File: src/rtl/core/isa_pkg.sv
`default_nettype none
package isa_pkg;

  // command codes
  localparam logic [2:0] CMD_READ   = 3'd0;
  localparam logic [2:0] CMD_WRITE  = 3'd1;
  localparam logic [2:0] CMD_APPEND = 3'd2;
  localparam logic [2:0] CMD_INSERT = 3'd3;
  localparam logic [2:0] CMD_REMOVE = 3'd4;

  // result status codes
  localparam logic [1:0] ST_OK    = 2'd0;
  localparam logic [1:0] ST_RANGE = 2'd1;
  localparam logic [1:0] ST_FULL  = 2'd2;

  // broadcast to every cell, at most one set per cycle
  typedef struct packed {
    logic wr;
    logic app;
    logic ins;
    logic rem;
  } isa_shift_t;

endpackage
`default_nettype wire

File: src/rtl/core/isa_ctrl.sv
`default_nettype none
module isa_ctrl #(
  parameter int CAPACITY = 16,
  parameter int CW       = $clog2(CAPACITY + 1)
) (
  input  wire logic               accept,
  input  wire logic [2:0]         cmd,
  input  wire logic [7:0]         position,
  input  wire logic [CW-1:0]      count,
  output isa_pkg::isa_shift_t     shift,
  output logic      [1:0]         status,
  output logic                    hit,
  output logic      [CW-1:0]      count_nxt
);
  import isa_pkg::*;

  localparam int CMPW = ((CW > 8) ? CW : 8) + 1;
  localparam logic [CW-1:0] CAP_C = CW'(CAPACITY);

  logic [CMPW-1:0] pos_ext;
  logic [CMPW-1:0] cnt_ext;
  logic            in_range;
  logic            ins_range;
  logic            full;

  assign pos_ext   = {{(CMPW-8){1'b0}}, position};
  assign cnt_ext   = {{(CMPW-CW){1'b0}}, count};
  assign in_range  = pos_ext < cnt_ext;
  assign ins_range = pos_ext <= cnt_ext;
  assign full      = count == CAP_C;

  always_comb begin
    shift     = '0;
    status    = ST_OK;
    hit       = 1'b0;
    count_nxt = count;
    unique case (cmd)
      CMD_READ: begin
        if (in_range) hit = 1'b1;
        else status = ST_RANGE;
      end
      CMD_WRITE: begin
        if (in_range) shift.wr = accept;
        else status = ST_RANGE;
      end
      CMD_APPEND: begin
        if (full) begin
          status = ST_FULL;
        end else begin
          shift.app = accept;
          count_nxt = count + CW'(1);
        end
      end
      CMD_INSERT: begin
        // range error wins over full
        if (!ins_range) begin
          status = ST_RANGE;
        end else if (full) begin
          status = ST_FULL;
        end else begin
          shift.ins = accept;
          count_nxt = count + CW'(1);
        end
      end
      CMD_REMOVE: begin
        if (in_range) begin
          hit       = 1'b1;
          shift.rem = accept;
          count_nxt = count - CW'(1);
        end else begin
          status = ST_RANGE;
        end
      end
      default: begin
      end
    endcase
  end

endmodule
`default_nettype wire

File: src/rtl/core/isa_cell.sv
`default_nettype none
module isa_cell #(
  parameter int IDX       = 0,
  parameter int CW        = 5,
  parameter int WORD_BITS = 32
) (
  input  wire logic                   clk,
  input  wire isa_pkg::isa_shift_t    shift,
  input  wire logic [7:0]             position,
  input  wire logic [CW-1:0]          count,
  input  wire logic [WORD_BITS-1:0]   word_new,
  input  wire logic [WORD_BITS-1:0]   word_lower,
  input  wire logic [WORD_BITS-1:0]   word_upper,
  output logic      [WORD_BITS-1:0]   word,
  output logic      [WORD_BITS-1:0]   tap
);
  import isa_pkg::*;

  localparam logic [7:0]    IDX_P = IDX[7:0];
  localparam logic [CW-1:0] IDX_C = CW'(IDX);

  logic [WORD_BITS-1:0] word_r;
  logic [WORD_BITS-1:0] word_nxt;
  logic                 at_pos;

  assign at_pos = position == IDX_P;

  always_comb begin
    word_nxt = word_r;
    priority if (shift.wr) begin
      if (at_pos) word_nxt = word_new;
    end else if (shift.app) begin
      if (count == IDX_C) word_nxt = word_new;
    end else if (shift.ins) begin
      // cells above the slot move up by one
      if (at_pos) word_nxt = word_new;
      else if (IDX_P > position) word_nxt = word_lower;
    end else if (shift.rem) begin
      if (IDX_P >= position) word_nxt = word_upper;
    end else begin
      // idle cycle, the cell keeps its word
      word_nxt = word_r;
    end
  end

  always_ff @(posedge clk) begin
    word_r <= word_nxt;
  end

  assign word = word_r;
  assign tap  = at_pos ? word_r : '0;

endmodule
`default_nettype wire

File: src/rtl/core/indexed_shift_array_core.sv
`default_nettype none
// Packed array of up to CAPACITY words held in a row of cells, one word per
// cell. Commands read, write, append, insert (upper words move up a cell)
// or remove (upper words move down a cell, removed word returned). Every
// cell updates in the same cycle from its neighbor, so one command of any
// kind is accepted per cycle while the output register is free; the
// result appears in the output register on the cycle after acceptance.
// The read path is an and-or select across all cells.
// After reset the count is zero and cell contents are don't-care, with no
// clearing pass; only words below the count are ever returned.
module indexed_shift_array_core #(
  parameter int CAPACITY  = 16,
  parameter int WORD_BITS = 32
) (
  input  wire logic               clk,
  input  wire logic               rst_n,
  // command channel
  input  wire logic               in_valid,
  output logic                    in_stall,
  input  wire logic [2:0]         in_cmd,
  input  wire logic [7:0]         in_position,
  input  wire logic signed [31:0] in_word_in,
  // result channel
  output logic                    out_valid,
  input  wire logic               out_stall,
  output logic signed [31:0]      out_word_out,
  output logic        [1:0]       out_status,
  output logic        [4:0]       out_count,
  output logic                    out_is_empty
);
  import isa_pkg::*;

  localparam int CW = $clog2(CAPACITY + 1);
  localparam logic [CW-1:0] CAP_C = CW'(CAPACITY);

  // fill count and handshake
  logic [CW-1:0] count_r;
  logic [CW-1:0] count_nxt;
  logic          accept;
  logic          out_valid_r;

  // decode results
  isa_shift_t shift;
  logic [1:0] status;
  logic       hit;

  // cell row
  logic [WORD_BITS-1:0] words [CAPACITY];
  logic [WORD_BITS-1:0] taps  [CAPACITY];
  logic [WORD_BITS-1:0] rd_word;
  logic [WORD_BITS-1:0] word_new;
  logic [63:0]          w_ext;
  logic [63:0]          rd_ext;
  logic [31:0]          cnt_ext;

  // output register
  logic [31:0] word_out_r;
  logic [1:0]  status_r;
  logic [4:0]  count_out_r;
  logic        empty_r;

  // the result register blocks new items only while it holds an untaken item
  assign in_stall = out_valid_r & out_stall;
  assign accept   = in_valid & ~in_stall;

  // words live in the low WORD_BITS bits
  assign w_ext    = {32'd0, in_word_in};
  assign word_new = w_ext[WORD_BITS-1:0];

  isa_ctrl #(
    .CAPACITY (CAPACITY),
    .CW       (CW)
  ) u_ctrl (
    .accept    (accept),
    .cmd       (in_cmd),
    .position  (in_position),
    .count     (count_r),
    .shift     (shift),
    .status    (status),
    .hit       (hit),
    .count_nxt (count_nxt)
  );

  for (genvar g = 0; g < CAPACITY; g++) begin : g_cell
    logic [WORD_BITS-1:0] lower;
    logic [WORD_BITS-1:0] upper;

    // ends of the row see no neighbor
    if (g == 0) begin : g_lo_end
      assign lower = '0;
    end else begin : g_lo
      assign lower = words[g-1];
    end
    if (g == CAPACITY - 1) begin : g_hi_end
      assign upper = '0;
    end else begin : g_hi
      assign upper = words[g+1];
    end

    isa_cell #(
      .IDX       (g),
      .CW        (CW),
      .WORD_BITS (WORD_BITS)
    ) u_cell (
      .clk        (clk),
      .shift      (shift),
      .position   (in_position),
      .count      (count_r),
      .word_new   (word_new),
      .word_lower (lower),
      .word_upper (upper),
      .word       (words[g]),
      .tap        (taps[g])
    );
  end

  // at most one cell matches the position, so or-ing the taps selects it
  always_comb begin
    rd_word = '0;
    for (int i = 0; i < CAPACITY; i++) begin
      rd_word = rd_word | taps[i];
    end
  end

  assign rd_ext  = 64'(rd_word);
  assign cnt_ext = 32'(count_nxt);

  always_ff @(posedge clk) begin
    if (!rst_n) begin
      count_r     <= '0;
      out_valid_r <= 1'b0;
    end else begin
      if (accept) begin
        count_r     <= count_nxt;
        out_valid_r <= 1'b1;
      end else if (!out_stall) begin
        out_valid_r <= 1'b0;
      end
    end
  end

  // result payload, loaded with each accepted item
  always_ff @(posedge clk) begin
    if (accept) begin
      word_out_r  <= hit ? rd_ext[31:0] : 32'd0;
      status_r    <= status;
      count_out_r <= cnt_ext[4:0];
      empty_r     <= count_nxt == '0;
    end
  end

  assign out_valid    = out_valid_r;
  assign out_word_out = $signed(word_out_r);
  assign out_status   = status_r;
  assign out_count    = count_out_r;
  assign out_is_empty = empty_r;

  // the fill count never passes the capacity
  a_count_bound : assert property (@(posedge clk) disable iff (!rst_n)
    count_r <= CAP_C)
    else $error("fill count above capacity");

  // an accepted item always shows up in the result register
  a_result_follows : assert property (@(posedge clk) disable iff (!rst_n)
    accept |=> out_valid_r)
    else $error("accepted item produced no result");

  // a refused command leaves the count alone
  a_error_no_change : assert property (@(posedge clk) disable iff (!rst_n)
    (accept && status != ST_OK) |=> count_r == $past(count_r))
    else $error("count changed on an error");

  // a full error is only reported with the array at capacity
  a_full_at_cap : assert property (@(posedge clk) disable iff (!rst_n)
    (out_valid_r && status_r == ST_FULL) |-> count_r == CAP_C)
    else $error("full status with room left");

  // empty flag of the shown result agrees with the stored count
  a_empty_match : assert property (@(posedge clk) disable iff (!rst_n)
    out_valid_r |-> (empty_r == (count_r == '0)))
    else $error("empty flag disagrees with count");

endmodule
`default_nettype wire
File: config.mk
export PLATFORM = sky130hd
export DESIGN_NAME = indexed_shift_array_core
export DESIGN_NICKNAME = d
export VERILOG_FILES = /design/src/rtl/core/isa_pkg.sv /design/src/rtl/core/isa_ctrl.sv /design/src/rtl/core/isa_cell.sv /design/src/rtl/core/indexed_shift_array_core.sv
export SDC_FILE = /design/constraint.sdc
export NUM_CORES = 2
export LEC_CHECK = 0
export BUFFER_PORTS_ARGS = -buffer_cell sky130_fd_sc_hd__buf_4
export CAP_MARGIN = 25
export CORE_MARGIN = 2
export CORE_UTILIZATION = 45
export DETAILED_ROUTE_END_ITERATION = 6
export PLACE_DENSITY = 0.69
export SLEW_MARGIN = 25
export SYNTH_ARGS = -nofsm -noshare
export SYNTH_HDL_FRONTEND = slang
export SYNTH_SLANG_ARGS = --single-unit
File: constraint.sdc
create_clock -name clk -period 20 [get_ports clk]
set_input_delay 3 -clock clk [delete_from_list [all_inputs] [get_ports clk]]
set_output_delay 3 -clock clk [all_outputs]
set_load 0.05 [all_outputs]
Yosys cells after proc, flatten, opt, wreduce, memory -nomap -nowiden
Index checks and enable logic that the tools add are counted.

Add/sub/neg operators: 2. Reduce and logical (&&, ||, !) cells: 39. Multiplexer cells: 179. Eq/ne operators: 84. Bitwise gates (word level): 18. Magnitude comparators: 34.

Operators by type and width (number): 32-bit two-way mux (160); 32-bit OR (15); 5-bit AND reduction (16); 4-bit nonzero test (17); 8-bit by 4-bit == test with 1-bit output, second input constant (8); 4-bit by 8-bit >= comparator with 1-bit output, first input constant (8); 4-bit by 8-bit greater-than comparator with 1-bit output, first input constant (8); 4-bit by 1-bit != test with 1-bit output, second input constant (15); 3-bit by 1-bit != test with 1-bit output, second input constant (15); 5-bit by 4-bit == test with 1-bit output, second input constant (8); 8-bit by 3-bit == test with 1-bit output, second input constant (4); 3-bit by 8-bit >= comparator with 1-bit output, first input constant (4); 3-bit by 8-bit greater-than comparator with 1-bit output, first input constant (4); 2-bit by 1-bit != test with 1-bit output, second input constant (16); 5-bit by 3-bit == test with 1-bit output, second input constant (4); 8-bit by 2-bit == test with 1-bit output, second input constant (2); 1-bit by 8-bit >= comparator with 1-bit output, first input constant (2); 2-bit by 8-bit >= comparator with 1-bit output, first input constant (2); 1-bit by 8-bit greater-than comparator with 1-bit output, first input constant (2); 2-bit by 8-bit greater-than comparator with 1-bit output, first input constant (2); 5-bit two-way mux (3); 5-bit case mux with 3 select lines (1); 1-bit two-way mux (12); 5-bit by 2-bit == test with 1-bit output, second input constant (2); 22 further kinds (26).

Register bits: 558. Output and inout bits: 42. Input port bits: 47. Logic and storage cells: 378.

Logic depth before layout (Yosys ltp)
Depth after elaboration: 17. Mapped depth: 13. Mapped depth without buffers: 9.

Hierarchy
A second synthesis with hierarchy kept.

Cells, all modules: 4569. Area total of the unflattened synthesis: 43708.2 µm².

Modules (own cells, without submodules): isa_cell at g_cell[4].u_cell (area each 2852.7 µm², instances 1, cells each 314, seq. area each 960.9 µm²); isa_cell at g_cell[1].u_cell (area each 2668.8 µm², instances 1, cells each 277, seq. area each 960.9 µm²); isa_cell at g_cell[6].u_cell (area each 2643.8 µm², instances 1, cells each 279, seq. area each 960.9 µm²); isa_cell at g_cell[12].u_cell (area each 2621.3 µm², instances 1, cells each 276, seq. area each 960.9 µm²); isa_cell at g_cell[13].u_cell (area each 2620.0 µm², instances 1, cells each 275, seq. area each 960.9 µm²); isa_cell at g_cell[11].u_cell (area each 2611.3 µm², instances 1, cells each 272, seq. area each 960.9 µm²); isa_cell at g_cell[14].u_cell (area each 2583.7 µm², instances 1, cells each 285, seq. area each 960.9 µm²); isa_cell at g_cell[15].u_cell (area each 2568.7 µm², instances 1, cells each 275, seq. area each 960.9 µm²); isa_cell at g_cell[5].u_cell (area each 2560.0 µm², instances 1, cells each 279, seq. area each 960.9 µm²); indexed_shift_array_core (area each 2546.2 µm², instances 1, cells each 226, seq. area each 1321.3 µm²); isa_cell at g_cell[8].u_cell (area each 2542.4 µm², instances 1, cells each 275, seq. area each 960.9 µm²); isa_cell at g_cell[7].u_cell (area each 2533.7 µm², instances 1, cells each 277, seq. area each 960.9 µm²); isa_cell at g_cell[0].u_cell (area each 2526.2 µm², instances 1, cells each 275, seq. area each 960.9 µm²); isa_cell at g_cell[10].u_cell (area each 2511.2 µm², instances 1, cells each 247, seq. area each 960.9 µm²); +4 rows.

Least setup slack after synthesis
No wires, ideal clock.

Kind: input-to-reg. Start point: input in_valid. End point: register g_cell[7].u_cell.word_r[0], enable pin. Setup time: 0.480 ns. Stages: 7. Path buffers: 3. Data arrival time: 7.889 ns. Slack: 11.631 ns. Cell sequence: a21boi_1 -> clkbuf_1 -> a21boi_1 -> and2_4 -> buf_6 -> buf_6 -> a311oi_1.

Word-level cells in the longest chain between the ends: 6.

Ends and longest elaborated chain: start, declared (line indexed_shift_array_core.sv:18) `input wire logic in_valid,`; 1-bit AND * (line indexed_shift_array_core.sv:64) `assign accept = in_valid & ~in_stall;`; named net accept (line indexed_shift_array_core.sv:39) `logic accept;`; 1-bit two-way mux (line isa_ctrl.sv:47, isa_ctrl.sv:58); 1-bit two-way mux (line isa_ctrl.sv:56) `if (!ins_range) begin`; 1-bit two-way mux (line isa_ctrl.sv:37) `unique case (cmd)`; 4-bit by 1-bit != test with 1-bit output (no source line) or 4-bit nonzero test (tied branches); 5-bit AND reduction (no source line) *; end signal, assigned (line isa_cell.sv:47) `word_r <= word_nxt;`; end, declared (line isa_cell.sv:22) `logic [WORD_BITS-1:0] word_r;`.

The timed path passes the listed nets; every way through them passes the cells marked *. A chain may end at the register's enable or synchronous reset.

Worst setup path after layout
Start point: input in_position[0]. End point: register g_cell[6].u_cell.word_r[3] (data pin).

Word-level cells in the longest chain between the ends: 6.

Ends and longest elaborated chain: start, declared (line indexed_shift_array_core.sv:21) `input wire logic [7:0] in_position,`; 8-bit by 5-bit <= comparator with 1-bit output (line isa_ctrl.sv:29) `assign ins_range = pos_ext <= cnt_ext;`; 1-bit two-way mux (line isa_ctrl.sv:56); 1-bit two-way mux (line isa_ctrl.sv:37); 32-bit two-way mux (line isa_cell.sv:34) `end else if (shift.ins) begin`; 32-bit two-way mux (line isa_cell.sv:32) `end else if (shift.app) begin`; 32-bit two-way mux * (line isa_cell.sv:30) `priority if (shift.wr) begin`; named net g_cell[6].u_cell.word_nxt[3] (line isa_cell.sv:23) `logic [WORD_BITS-1:0] word_nxt;`; end signal, assigned (line isa_cell.sv:47); end, declared (line isa_cell.sv:22).

Marked as above.

==> flow_metrics.env <==
export IMPL_status="finished, violations left"
export IMPL_failed_checks="design-rule violations"
export IMPL_p_sw_w=0.0006489
export IMPL_gp_congestion=0.9405
export IMPL_required_ps=20490
export IMPL_pin_count=89
export IMPL_whs_ps=608.7
export IMPL_cts_root_buf="clkbuf_16"
export IMPL_cts_setup_buffers=0
export IMPL_slew_headroom_pct=15.03
export IMPL_yosys_warnings=0
export IMPL_die_area_sq_mm=0.07615
export IMPL_worstPathArrival_ps=8450
export IMPL_grt_start_max_net_pins=101
export IMPL_start_util_pct=45.54
export IMPL_antenna_found_initial=16
export IMPL_ys_flop_type="edfxtp_1"
export IMPL_dpl_hpwl_um=83700
export IMPL_pwr_share_clk_pct=45.1
export IMPL_fin_crit_ps=7964
export IMPL_io_buffers=88
export IMPL_route_antenna_remaining_nets=0
export IMPL_total_power_w=0.002696
export IMPL_layout_common_cells="552 x edfxtp_1, 402 x a21oi_1, 370 x nand2_1, 256 x o2bb2ai_1, 233 x o21ai_0"
export IMPL_grt_overflow=0
export IMPL_cts_hold_buf=0
export IMPL_cap_violations=0
export IMPL_crit_fanout=81
export IMPL_vias=31760
export IMPL_leakagePower_nw=12.05
export IMPL_syn_nets=3359
export IMPL_htree_levels=2
export IMPL_final_common_cell="edfxtp_1"
export IMPL_syn_avg_cell_area_sq_um=10.08
export IMPL_fillCellCount=6500
export IMPL_grt_pass1_wl_um=209800
export IMPL_startpoint_type="primary input"
export IMPL_rows=99
export IMPL_ctsResizeCount=0
export IMPL_ys_seq_area_share_pct=50.17
export IMPL_hold_viol=0
export IMPL_final_cells=4189
export IMPL_synth_edf_count=552
export IMPL_tightest_slew_ps=1269
export IMPL_grt_usage_pct=37.61
export IMPL_tritoncts="done"
export IMPL_clock_latency_ps=660
export IMPL_fmax_mhz=125.6
export IMPL_internal_power_w=0.002047
export IMPL_ir_drop_mv=0.07288
export IMPL_swShare_pct=24.07
export IMPL_p_seq_share_pct=47.7
export IMPL_p_comb_share_pct=7.1
export IMPL_wl_per_cell_um=34.97
export IMPL_ys_types=80
export IMPL_rsz0062_at_grt="false"
export IMPL_slew_violations=0
export IMPL_powerDensity_mw_per_mm2=73.01
export IMPL_setup_viol=0
export IMPL_async_reset_ff_share_pct=0
export IMPL_clockBufferDepth=3
export IMPL_clock_sinks=558
export IMPL_finClkSkew_ps=22.35
export IMPL_fp_coreArea_sq_mm=0.07308
export IMPL_tns_ps=0
export IMPL_post_route_period_util_pct=39.82
export IMPL_crit_type="primary input to flip-flop"
export IMPL_die_w_um=276.0
export IMPL_hp_class="flip-flop to flip-flop"
export IMPL_netlist_area_sq_mm=0.03328
export IMPL_syn_inst=3301
export IMPL_area_delta_synth_final_pct=10.95
export IMPL_drt_total_wl_um=146500
export IMPL_layout_drive_gt1_share_pct=12.18
export IMPL_first_pass_iters=7
export IMPL_via_per_inst=7.581
export IMPL_worst_setup_path_end_kind="flip-flop"
export IMPL_cts_buffers_inserted=61
export IMPL_fin_nets=3228
export IMPL_dp_cells=4065
export IMPL_yosys_register_bits=558
export IMPL_remaining_drc_errors=34
export IMPL_die_h_um=276.0
export IMPL_path_clk_slew_ps=60
export IMPL_grt_pass1_vias=29730
export IMPL_drt_iter0_drc=6253
-- registers in the layout, indices dropped and copies added (netlist names) --
name,flops
out_is_empty,1
out_word_out,32
out_valid,1
out_count,5
out_status,2
g_cell.u_cell.word,512
count_r,5
-- metal layers --
layer / GRT usage (%) / up-vias / wire length (um)
met2: 51.79 / 3291 / 59140
met1: 48.48 / 15070 / 49650
li1: - / 12660 / -
met5: 1.128 / - / 195
met4: 24.32 / 14 / 11260
met3: 15.37 / 723 / 26230
-- metrics by stage --
stage	utilization (%)	setup WS, ps	cell area, sq um
after detailed placement	47.58	11750	34770
final	50.52	12040	36920
after floorplan	-	11630	33280
after CTS	50.42	12410	36850
after global placement	47.39	11600	34630
after global routing	50.51	11930	36910
-- cells by family (layout without fill, tap and decap cells) --
family                     Yosys count  count (layout)  synth area share (%)
adders and majority gates           11              11                0.4135
other                                0              12                     0
xor gates and xnor gates             3               3               0.07896
and+or+nand+nor                    714             714                 9.786
muxes                              140             140                 4.557
AOI/OAI and AO/OA                 1476            1476                 29.67
buffers and inverters              399             316                 5.327
DFF                                558             558                 50.17
-- path summary, 6_finish.rpt --
kind	startpoint	depth (start not counted)	endpoint	slack (ps)
setup / recovery	in_position[0]	13	g_cell[6].u_cell.word[3]	12040
hold / removal	g_cell[14].u_cell.word[3]	1	g_cell[15].u_cell.word[3]	610
setup reg to reg	count_r[2]	12	g_cell[6].u_cell.word[3]	14020
hold reg to reg	g_cell[14].u_cell.word[3]	1	g_cell[15].u_cell.word[3]	610
-- worst max-delay path: stages --
cell       delay, ps
buf_4            300
clkinv_1         370
ha_1             320
nor2b_1          130
o21ai_2          130
a21o_1           290
a31oi_4          810
buf_4            760
buf_4            880
buf_4            600
buf_16           330
a22oi_1          140
o2bb2ai_1        220
-- power by group through the flow --
stage          clock (W)  combinational, W  sequential, W
2_1_floorplan          0          0.000104        0.00133
5_1_grt          0.00126          0.000197        0.00129
4_1_cts          0.00121          0.000182        0.00129
6_report         0.00122          0.000192        0.00129
3_3_place_gp           0          0.000178        0.00131
3_5_place_dp           0          0.000182        0.00131
-- cells in the mapped netlist (5+ instances only) --
cell	number	area [sq um]
ha_1	11	137.6
a21oi_1	408	2042
a32oi_1	7	61.31
a222oi_1	10	100.1
o22ai_1	18	112.6
mux4_2	8	180.2
dfxtp_1	6	120.1
o21ai_1	26	130.1
a22oi_1	217	1629
clkbuf_1	189	709.4
a221o_1	8	80.08
a221oi_1	33	289.0
nand2b_1	5	31.28
nor3_1	8	40.04
a31oi_1	112	700.7
mux2_2	12	135.1
buf_4	9	67.56
nor2b_1	9	56.30
nand3_1	54	270.3
buf_1	13	48.80
nand2_1	376	1411
and3_1	92	575.6
nor2_1	130	488.0
a21o_1	5	37.54
buf_2	175	875.8
o31ai_1	6	45.04
a22o_1	83	727.0
a211oi_1	12	90.09
edfxtp_1	552	16580
o21ai_0	233	1166
mux2i_1	120	1201
o211ai_1	5	37.54
inv_1	9	33.78
o2bb2ai_1	256	2242
-- layout make-up --
class / instances / area [sq um] / share of cell area (%)
sequential: 558 / 16700 / 45.22
timing repair buffer: 195 / 1590 / 4.307
inverter: 10 / 37.54 / 0.1017
multi-input combinational: 2344 / 15290 / 41.42
clock inverter: 43 / 524.3 / 1.420
antenna: 12 / 30.03 / 0.08133
tap: 959 / 1200 / 3.250
clock buffer: 68 / 1553 / 4.205
(Power assumes the default switching activity.)
